**config.mk**
```make
export PLATFORM = sky130hd
export DESIGN_NAME = acm_ram
export DESIGN_NICKNAME = d
export VERILOG_FILES = /design/src/design/acm_ram.sv
export SDC_FILE = /design/constraint.sdc
export NUM_CORES = 1
export LEC_CHECK = 0
export BUFFER_PORTS_ARGS = -buffer_cell sky130_fd_sc_hd__buf_4
export CAP_MARGIN = 20
export CORE_ASPECT_RATIO = 0.9
export CORE_MARGIN = 10
export CORE_UTILIZATION = 25
export DETAILED_ROUTE_END_ITERATION = 10
export PLACE_DENSITY_LB_ADDON = 0.25
export SETUP_SLACK_MARGIN = 0.1
export SLEW_MARGIN = 10
export SYNTH_ARGS = -nofsm -noshare
export SYNTH_HDL_FRONTEND = slang
export SYNTH_SLANG_ARGS = --single-unit
```
**constraint.sdc**
```tcl
create_clock -name clk -period 1.8 [get_ports clk]
set_input_delay 0.27 -clock clk [delete_from_list [all_inputs] [get_ports clk]]
set_output_delay 0.27 -clock clk [all_outputs]
set_load 0.02 [all_outputs]
```
**src/design/acm_ram.sv**
```systemverilog
// Simple dual-port synchronous RAM, one write and one registered read port.
module acm_ram #(
    parameter int WIDTH = 8,
    parameter int DEPTH = 16
) (
    input  logic                     clk,
    input  logic                     we,
    input  logic [$clog2(DEPTH)-1:0] waddr,
    input  logic [WIDTH-1:0]         wdata,
    input  logic [$clog2(DEPTH)-1:0] raddr,
    output logic [WIDTH-1:0]         rdata
);

    logic [WIDTH-1:0] mem [DEPTH];

    always_ff @(posedge clk)
    begin
        if (we)
        begin
            mem[waddr] <= wdata;
        end
        rdata <= mem[raddr];
    end

endmodule

```
Word-level counts from Yosys, hierarchy flattened. Memory sizes are Yosys's and may differ from the RTL's. A register that Yosys moved wholly into a read port is not among the register bits. Cells that the tools add are included.

Bits in registers: 0. Latch bits: 0. Memory bits (writable): 128. Memory bits (read-only): 0. Bits of input ports: 18. Output and inout port bits: 8. Logic and storage cells: 3. Memories kept: 1.

Memory list: mem (words 16, width 8, read ports 1, clocked after Yosys merged registers in 1, wr ports 1, RTL line 14) `logic [WIDTH-1:0] mem [DEPTH];`.

Add/subtract/negate cells: 0. $mul: 0. Divide/modulo/power cells: 0. Magnitude comparators: 0. Equality and inequality tests: 0. Shift operators: 0. Multiplexer cells: 2. Bitwise gates (word level): 0. Reduce and logical (&&, ||, !) cells: 0.

Operator list (number): 1-bit two-way mux (2).

Logic depth before layout (Yosys ltp). Gate-level depths: netlist of run 1.

Depth after elaboration: 2. Depth in mapped cells: 5.

Worst setup path after synthesis of run 1. No wires, ideal clock.

Path kind: input port to flip-flop. From: input port waddr[2]. To: memory mem[0][0], enable pin. Setup time: 0.383 ns. Arrival time: 1.380 ns. Slack: 0.037 ns. Cell stages on the path: 2. Path buffers: 0. Path through: or3b_2 > nor3_1.

RTL lines: from (decl) (RTL line 8) `input logic [$clog2(DEPTH)-1:0] waddr,`; to (decl) (RTL line 14).

No word-level cell before the write port.

==> flow_metrics.env, run 1 <==
export IMPL_switchingPower_mw=1.54
export IMPL_cp_start_kind="flip-flop"
export IMPL_power_density_nw_per_um2=1130
export IMPL_holdBufCountCts=0
export IMPL_cts_buffer_depth=2
export IMPL_dr_pass1_iters=4
export IMPL_antenna_found_initial=0
export IMPL_yosysWarnings=0
export IMPL_synth_top_cell_area_share=0.747
export IMPL_antenna_left=0
export IMPL_cts_sinks=136
export IMPL_wl_per_cell_um=20.3
export IMPL_fin_tns_setup_ns=0
export IMPL_critical_path_startpoint="mem[8][4]$_DFFE_PP_"
export IMPL_p_sw_frac=0.215
export IMPL_multi_input_area_um2=1060
export IMPL_ios=26
export IMPL_setup_viol=0
export IMPL_crit_chain="mux4_1, a22oi_1, nand2_1"
export IMPL_clk_pin_slew_ns=0.06
export IMPL_gr_total_overflow=0
export IMPL_rsz0062_at_grt="no"
export IMPL_ff_latch_area_um2=4000
export IMPL_power_leakage_nw=2.11
export IMPL_dp_cells=523
export IMPL_p_total_mw=7.15
export IMPL_grt_max_degree=17
export IMPL_synthCells=229
export IMPL_max_stage_delay_ns=0.49
export IMPL_antenna_cells=0
export IMPL_die_h_um=156
export IMPL_hp_class="in -> reg"
export IMPL_drv_cap=0
export IMPL_synth_distinct_cells=19
export IMPL_n_fill_cell=1930
export IMPL_synth_area_leaders="edfxtp_1 (75%), mux4_2 (7.9%), mux4_1 (7.1%)"
export IMPL_tightest_slew_ns=0.864
export IMPL_required_ns=2.10
export IMPL_dpl_hpwl_um=7820
export IMPL_syn_to_final_growth_pct=23.0
export IMPL_initial_core_util=0.256
export IMPL_fin_nets=305
export IMPL_critPathCaptureType="flip-flop"
export IMPL_avgSynthCellArea_um2=22.5
export IMPL_final_hold_violation_count=0
export IMPL_status="finished clean"
export IMPL_cts_max_level=4
export IMPL_grt_use_total=0.0891
export IMPL_clockPowerShare=0.447
export IMPL_die_w_um=171
export IMPL_dieArea_um2=26700
export IMPL_grt_pass1_wl_um=16900
export IMPL_internal_power_mw=5.62
export IMPL_slew_viol_final=0
export IMPL_drc=0
export IMPL_finalCritPeriodShare=0.734
export IMPL_fmax_ghz=0.756
export IMPL_finalWirelength_um=11300
export IMPL_syn_area_um2=5150
export IMPL_numCtsBuffers=17
export IMPL_first_global_vias=2656
export IMPL_pwr_share_comb=0.054
export IMPL_avgViaCountPerCell=4.38
export IMPL_coreArea_um2=20100
export IMPL_period_needed_ns=1.32
export IMPL_crit_fanout=1
export IMPL_relSlewSlack=0.423
export IMPL_layoutNonFillerInstCount=555
export IMPL_drive_gt1_frac=0.327
export IMPL_arrival_ns=1.62
export IMPL_r2r_start="mem[8][4]$_DFFE_PP_"
export IMPL_slowest_stage="mux4_1"
export IMPL_cts_resized=0
export IMPL_rows=49
export IMPL_worst_clock_skew_ns=0.0114
export IMPL_ir_worst_vdd_mv=0.660
export IMPL_ys_seq_elements=136
export IMPL_cts_tree="done"
export IMPL_yosysTopAreaCell="edfxtp_1"
export IMPL_crit_type="reg -> reg"
export IMPL_syn_num_nets=247
export IMPL_numPortBuffers=25
export IMPL_gp_congestion=0.754
export IMPL_cts_root_buffer_cell="clkbuf_16"
export IMPL_clk_latency_ns=0.42
export IMPL_ys_seq_area_frac=0.778
export IMPL_via_count=2429
export IMPL_seqPwrFrac=0.498
export IMPL_drt_initial_drc_count=165
export IMPL_min_delay_start="wdata[6]"
export IMPL_cts_setup_buffers=0
[Yosys cell counts (all sizes together)]
cell           number
mux4               32
nand3b              2
and2                1
nor2b               1
edfxtp            128
a22oi              16
nor3                4
or3b                1
nand2               9
and2b               1
nand3               1
nor2               13
clkdlybuf4s25       3
buf                 7
dfxtp               8
nand2b              2
[metal layers]
metal | vias up | global-route usage | share of wire
met3 | 6 | 0.0324 | 0.039
li1 | 1090 | - | -
met4 | 0 | 0.0252 | 0.0041
met5 | - | 0 | 0
met1 | 1287 | 0.110 | 0.46
met2 | 46 | 0.143 | 0.50
[critical path: cells and delay by family, from the launching register on]
family	cells	cell delay, ns
mux	1	0.49
flops	1	0.35
compound gates	1	0.29
simple gates	1	0.08
[power by group through the flow]
stage,clock network [mW],registers [mW],logic [mW]
3_5_place_dp,0,3.63,0.399
5_1_grt,3.44,3.57,0.424
4_1_cts,3.27,3.57,0.399
2_1_floorplan,0,3.65,0.180
3_3_place_gp,0,3.63,0.396
6_report,3.20,3.56,0.389
[layout make-up]
cell class,instances,share of cell area
repair buffers,49,0.0620
clock inverters,14,0.0200
clock buffers,18,0.0678
multi-input cells,83,0.168
flip-flops and latches,136,0.632
well taps,255,0.0504
[worst paths after layout]
path	endpoint	slack, ns	cells past startpoint
hold reg to reg	rdata[2]$_DFF_P_	0.67	3
setup / recovery	rdata[4]$_DFF_P_	0.48	3
setup reg to reg	rdata[4]$_DFF_P_	0.48	3
hold / removal	mem[10][6]$_DFFE_PP_	0.15	1
[through the flow]
stage	setup WS, ns	utilization	cell area, um^2	hold WS, ns
final	0.478	0.315	6330	0.151
after global routing	0.384	0.315	6330	0.149
after CTS	0.462	0.315	6330	0.141
after detailed placement	0.158	0.287	5780	0.580
after global placement	0.159	0.287	5780	0.585
after floorplan	0.264	-	5150	0.369
[cell families (layout without fill, tap and decap cells)]
| family | Yosys count | in the layout | synth area share |
|---|---|---|---|
| compound gates | 16 | 16 | 0.0233 |
| buf+inv | 10 | 81 | 0.0168 |
| flops | 136 | 136 | 0.778 |
| mux | 32 | 32 | 0.150 |
| simple gates | 35 | 35 | 0.0318 |
[cell usage in the layout, fill, tap and decap left out, drive strengths merged]
cell and count:
nor3 4, nor2 13, a22oi 16, mux4 32
clkinvlp 5, or3b 1, inv 3, dfxtp 8
nand2b 2, nand3 1, clkinv 5, edfxtp 128
and2b 1, and2 1, buf 49, nor2b 1
nand2 9, nand3b 2, clkbuf 18, bufinv 1
[flip-flops by register name (all words and copies together), names as in the netlist]
name,cells
rdata,8
mem,128
(Power assumes the default switching activity.)
==> inputs of run 2 (changes only) <==
--- a/config.mk
+++ b/config.mk
@@ -5,6 +5,7 @@
 export SDC_FILE = /design/constraint.sdc
 export NUM_CORES = 1
 export LEC_CHECK = 0
+export ABC_AREA = 1
 export BUFFER_PORTS_ARGS = -buffer_cell sky130_fd_sc_hd__buf_4
 export CAP_MARGIN = 20
 export CORE_ASPECT_RATIO = 0.9
==> constraint.sdc (replaced) <==
create_clock -name clk -period 1.1 [get_ports clk]
set_input_delay 0.165 -clock clk [delete_from_list [all_inputs] [get_ports clk]]
set_output_delay 0.165 -clock clk [all_outputs]
set_load 0.02 [all_outputs]
==> flow_metrics.env, run 2 <==
export IMPL_ys_seq_area_frac=0.694
export IMPL_cts_root_buffer_cell="clkbuf_16"
export IMPL_cts_sinks=136
export IMPL_ys_flop_type="edfxtp_1"
export IMPL_yosysWarnings=0
export IMPL_yosys_area_share_adder=0
export IMPL_internal_power_mw=9.20
export IMPL_gr_total_overflow=0
export IMPL_dp_cells=881
export IMPL_antenna_found_initial=0
export IMPL_synth_area_leaders="edfxtp_1 (67%), nand2_1 (11%), nand3_1 (8.4%)"
export IMPL_crit_type="reg -> out"
export IMPL_synth_compound_area_frac=0
export IMPL_status="finished clean"
export IMPL_synth_simple_area_share=0.210
export IMPL_hp_class="in -> reg"
export IMPL_ys_seq_elements=136
export IMPL_clk_pin_slew_ns=0.05
export IMPL_syn_to_final_growth_pct=27.3
export IMPL_power_leakage_nw=3.08
export IMPL_grt_busiest_layer="met2"
export IMPL_drc=0
export IMPL_tightest_slew_ns=0.426
export IMPL_critPathCaptureType="output port"
export IMPL_die_h_um=164
export IMPL_power_density_nw_per_um2=1620
export IMPL_relSlewSlack=0.716
export IMPL_synth_distinct_cells=12
export IMPL_r2r_cells=6
export IMPL_async_flop_share=0
export IMPL_crit_buf_inv=1
export IMPL_reg2reg_to="rdata[2]$_DFF_P_"
export IMPL_cp_start_kind="flip-flop"
export IMPL_drive_gt1_frac=0.224
export IMPL_arrival_ns=0.91
export IMPL_largest_reg_flops=128
export IMPL_layoutNonFillerInstCount=913
export IMPL_dieArea_um2=29600
export IMPL_avgSynthCellArea_um2=10.5
export IMPL_max_stage_delay_ns=0.37
export IMPL_via_count=3876
export IMPL_syn_num_nets=569
export IMPL_numCtsBuffers=17
export IMPL_slew_viol_final=0
export IMPL_ios=26
export IMPL_grt_use_met2=0.166
export IMPL_synth_top_cell_area_share=0.667
export IMPL_layout_commonest_cell="nand2_1"
export IMPL_clk_latency_ns=0.42
export IMPL_die_w_um=180
export IMPL_synthCells=551
export IMPL_p_sw_frac=0.225
export IMPL_coreArea_um2=22600
export IMPL_r2r_start="mem[5][2]$_DFFE_PP_"
export IMPL_required_ns=0.94
export IMPL_dpl_hpwl_um=9710
export IMPL_cts_buffer_depth=2
export IMPL_gr_usage_met1=0.131
export IMPL_dr_pass1_iters=6
export IMPL_cts_tree="done"
export IMPL_pwr_share_comb=0.081
export IMPL_min_to="mem[1][1]$_DFFE_PP_"
export IMPL_fin_tns_setup_ns=0
export IMPL_min_delay_start="wdata[1]"
export IMPL_slowest_stage="dfxtp_4"
export IMPL_yosysTopAreaCell="edfxtp_1"
export IMPL_cts_setup_buffers=0
export IMPL_crit_chain="buf_6"
export IMPL_numPortBuffers=25
export IMPL_worst_clock_skew_ns=0.00515
export IMPL_cts_max_level=4
export IMPL_cp_top_family="flip-flops"
export IMPL_initial_core_util=0.255
export IMPL_seqPwrFrac=0.493
export IMPL_final_cell_mix="nand2_1 (168), edfxtp_1 (128), inv_1 (99), nand3_1 (63), buf_4 (37)"
export IMPL_synth_edf_count=128
export IMPL_gr_usage_met3=0.0279
export IMPL_antenna_left=0
export IMPL_antenna_cells=0
export IMPL_crit_fanout=1
export IMPL_largest_register="mem"
export IMPL_rsz0062_at_grt="yes"
export IMPL_synth_top_family_by_area="simple AND/OR/NAND/NOR gates"
export IMPL_synthXorXnorAreaFrac=0
export IMPL_finalCritPeriodShare=0.973
export IMPL_drv_cap=0
export IMPL_r2r_slack_ns=0.15
export IMPL_clockPowerShare=0.426
export IMPL_finalWirelength_um=14800
export IMPL_switchingPower_mw=2.68
export IMPL_period_needed_ns=1.07
export IMPL_grt_use_total=0.103
export IMPL_final_hold_violation_count=0
export IMPL_setup_viol=0
export IMPL_wl_per_cell_um=16.2
export IMPL_syn_area_um2=5770
export IMPL_hold_depth=1
export IMPL_n_fill_cell=2254
export IMPL_rows=52
export IMPL_fmax_ghz=0.934
export IMPL_ir_worst_vdd_mv=1.12
export IMPL_grt_max_degree=63
export IMPL_muxShareOfSynthArea=0
export IMPL_yosysMostFrequentCell="nand2_1"
export IMPL_ys_top_cells_by_count="nand2_1 (173), edfxtp_1 (128), inv_1 (100)"
export IMPL_gp_congestion=0.794
export IMPL_top_regs="mem (128), rdata (8)"
export IMPL_fin_nets=621
export IMPL_avgViaCountPerCell=4.25
export IMPL_drt_initial_drc_count=275
export IMPL_grt_pass1_wl_um=23000
export IMPL_first_global_vias=4021
==> run 2: per-layer routing <==
metal / up-vias / part of all wire
met5: - / 0
li1: 1881 / -
met2: 77 / 0.47
met3: 17 / 0.044
met1: 1901 / 0.48
met4: 0 / 0.013
==> run 2: how the worst max path moves through the flow <==
stage | start | to | slack, ns | depth (start not counted)
after floorplan | waddr[2] | mem[10][0]$_DFFE_PP_ | -0.02 | 2
after global placement | raddr[0] | rdata[2]$_DFF_P_ | -0.19 | 8
after detailed placement | raddr[0] | rdata[2]$_DFF_P_ | -0.21 | 8
after CTS | rdata[7]$_DFF_P_ | rdata[7] | 0.02 | 1
after global routing | rdata[7]$_DFF_P_ | rdata[7] | 0.009 | 1
final | rdata[7]$_DFF_P_ | rdata[7] | 0.03 | 1
==> run 2: kinds of logic after synthesis <==
group	after synthesis
simple gates	289
flops	136
buf+inv	126
==> run 2: power groups by stage <==
stage | Combinational (mW) | Clock (mW) | Sequential [mW]
global route | 1.06 | 5.40 | 5.86
floorplan | 0.413 | 0 | 5.97
global placement | 0.875 | 0 | 5.94
CTS | 0.912 | 5.18 | 5.85
finish | 0.957 | 5.06 | 5.85
detailed placement | 0.879 | 0 | 5.95
==> run 2: area by class of cell <==
type                            count  area [um^2]  share of cell area
Sequential cell                   136         4020               0.547
Multi-Input combinational cell    289         1440               0.196
Timing Repair Buffer               57          608              0.0829
Clock buffer                       20          437              0.0595
Inverter                          102          383              0.0522
Tap cell                          297          372              0.0506
Clock inverter                     12         85.1              0.0116
==> run 2: per-stage QoR <==
stage                     area (um^2)  hold slack [ns]  setup WS [ns]  power [mW]  utilization
final                            7340            0.120         0.0298        11.9        0.325
after global routing             7340            0.122        0.00892        12.3        0.325
after CTS                        7160            0.105         0.0167        11.9        0.317
after detailed placement         6570            0.548         -0.210        6.83        0.291
after global placement           6570            0.549         -0.192        6.82        0.291
after floorplan                  5780            0.264        -0.0158        6.38            -
==> run 2: timing repair <==
action | in CTS | in global routing
hold buffers | 0 | 0
pin swaps | 1 | 15
gates resized for setup | 23 | 38
endpoints found under the setup margin | 12 | 16
==> inputs of run 3 (changes only) <==
--- a/config.mk
+++ b/config.mk
@@ -9,8 +9,8 @@
 export BUFFER_PORTS_ARGS = -buffer_cell sky130_fd_sc_hd__buf_4
 export CAP_MARGIN = 20
 export CORE_ASPECT_RATIO = 0.9
-export CORE_MARGIN = 10
-export CORE_UTILIZATION = 25
+export CORE_MARGIN = 3
+export CORE_UTILIZATION = 55
 export DETAILED_ROUTE_END_ITERATION = 10
 export PLACE_DENSITY_LB_ADDON = 0.25
 export SETUP_SLACK_MARGIN = 0.1
==> flow_metrics.env, run 3 (same netlist as run 2, synthesis figures left out) <==
export IMPL_status="finished clean"
export IMPL_tightest_slew_ns=0.318
export IMPL_first_global_vias=3825
export IMPL_ios=26
export IMPL_crit_buf_inv=1
export IMPL_gr_total_overflow=0
export IMPL_power_leakage_nw=3.10
export IMPL_finalCritPeriodShare=0.961
export IMPL_largest_reg_flops=128
export IMPL_dp_cells=704
export IMPL_antenna_left=0
export IMPL_setup_viol=0
export IMPL_final_cell_mix="nand2_1 (171), edfxtp_1 (128), inv_1 (98), nand3_1 (55), nand3_2 (40)"
export IMPL_arrival_ns=0.89
export IMPL_rsz0062_at_grt="yes"
export IMPL_required_ns=0.94
export IMPL_cts_buffer_depth=2
export IMPL_p_total_mw=12.6
export IMPL_cp_start_kind="flip-flop"
export IMPL_drt_initial_drc_count=381
export IMPL_hp_class="in -> reg"
export IMPL_cp_top_family="flip-flops"
export IMPL_final_hold_violation_count=0
export IMPL_worst_clock_skew_ns=0.00742
export IMPL_drive_gt1_frac=0.233
export IMPL_cts_tree="done"
export IMPL_drv_cap=0
export IMPL_fin_area_um2=7130
export IMPL_drc=0
export IMPL_placed_cell_area_um2=6240
export IMPL_crit_chain="buf_6"
export IMPL_wl_per_cell_um=18.5
export IMPL_die_w_um=114
export IMPL_die_h_um=103
export IMPL_antenna_cells=0
export IMPL_avgViaCountPerCell=5.45
export IMPL_rows=34
export IMPL_period_needed_ns=1.06
export IMPL_via_count=4008
export IMPL_finalWirelength_um=13600
export IMPL_dieArea_um2=11800
export IMPL_cts_max_level=4
export IMPL_grt_pass1_wl_um=20500
export IMPL_relSlewSlack=0.787
export IMPL_top_regs="mem (128), rdata (8)"
export IMPL_fin_util=0.716
export IMPL_cts_sinks=136
export IMPL_numCtsBuffers=17
export IMPL_coreArea_um2=9950
export IMPL_cts_setup_buffers=0
export IMPL_syn_to_final_growth_pct=23.6
export IMPL_critPathCaptureType="output port"
export IMPL_slew_viol_final=0
export IMPL_holdBufCountCts=0
export IMPL_dpl_hpwl_um=8320
export IMPL_crit_fanout=1
export IMPL_antenna_found_initial=0
export IMPL_fin_nets=615
export IMPL_largest_register="mem"
export IMPL_gp_congestion=0.859
export IMPL_max_stage_delay_ns=0.36
export IMPL_fmax_ghz=0.946
export IMPL_power_density_nw_per_um2=1770
export IMPL_dr_pass1_iters=5
export IMPL_grt_max_degree=33
export IMPL_layout_commonest_cell="nand2_1"
export IMPL_layoutNonFillerInstCount=736
export IMPL_slowest_stage="dfxtp_4"
export IMPL_crit_type="reg -> out"
export IMPL_cts_root_buffer_cell="clkbuf_16"
export IMPL_clk_latency_ns=0.40
export IMPL_grt_use_total=0.240
export IMPL_initial_core_util=0.579
export IMPL_numPortBuffers=25
export IMPL_clk_pin_slew_ns=0.05
export IMPL_ir_worst_vdd_mv=1.19
run 3: cell types whose count changed in the layout (fill, tap and decap cells not counted), moves of 2 or more:
cell        delta
buf_12         -5
nand2_2        -2
nand3_2        +9
bufinv_16      +3
clkinv_1       -3
clkinvlp_4     -2
nand2_1        +3
clkinv_4       +4
nand3_1        -8
run 3: power breakdown:
group / internal (mW) / switching (mW)
Sequential: 5.80 / 0.0506
Combinational: 0.332 / 0.609
Clock: 3.78 / 2.04
run 3: layout make-up:
| class | instances | area [um^2] |
|---|---|---|
| Sequential cell | 136 | 4020 |
| Clock inverter | 13 | 179 |
| Timing Repair Buffer | 51 | 500 |
| Fill cell | 688 | 2830 |
| Clock buffer | 19 | 433 |
| Multi-Input combinational cell | 289 | 1460 |
| Inverter | 102 | 383 |
| Tap cell | 126 | 158 |
run 3: layer usage:
metal  track usage  share of wire
met1         0.332           0.40
met2         0.372           0.48
met3        0.0681          0.098
met4        0.0767          0.022
met5             0              0
run 3: metrics by stage:
| step | hold slack, ns | TNS [ns] | setup slack [ns] |
|---|---|---|---|
| finish | 0.105 | 0 | 0.0431 |
| global route | 0.0958 | 0 | 0.0269 |
| detailed placement | 0.507 | -5.94 | -0.133 |
| floorplan | 0.264 | -1.24 | -0.0158 |
| CTS | 0.0882 | 0 | 0.0329 |
| global placement | 0.505 | -3.91 | -0.0964 |
run 3: worst paths after layout:
kind / endpoint / start / slack [ns] / cells past startpoint
worst max-delay path: rdata[6] / rdata[6]$_DFF_P_ / 0.04 / 1
worst min-delay path: rdata[3]$_DFF_P_ / raddr[3] / 0.11 / 3
worst max register to register: rdata[4]$_DFF_P_ / mem[0][4]$_DFFE_PP_ / 0.12 / 6
worst min register to register: rdata[3]$_DFF_P_ / mem[10][3]$_DFFE_PP_ / 0.67 / 6
run 3: repair_timing:
action                     CTS  global route
gates resized for setup     17            48
pin swaps                    0            13
setup endpoints to repair    9            16
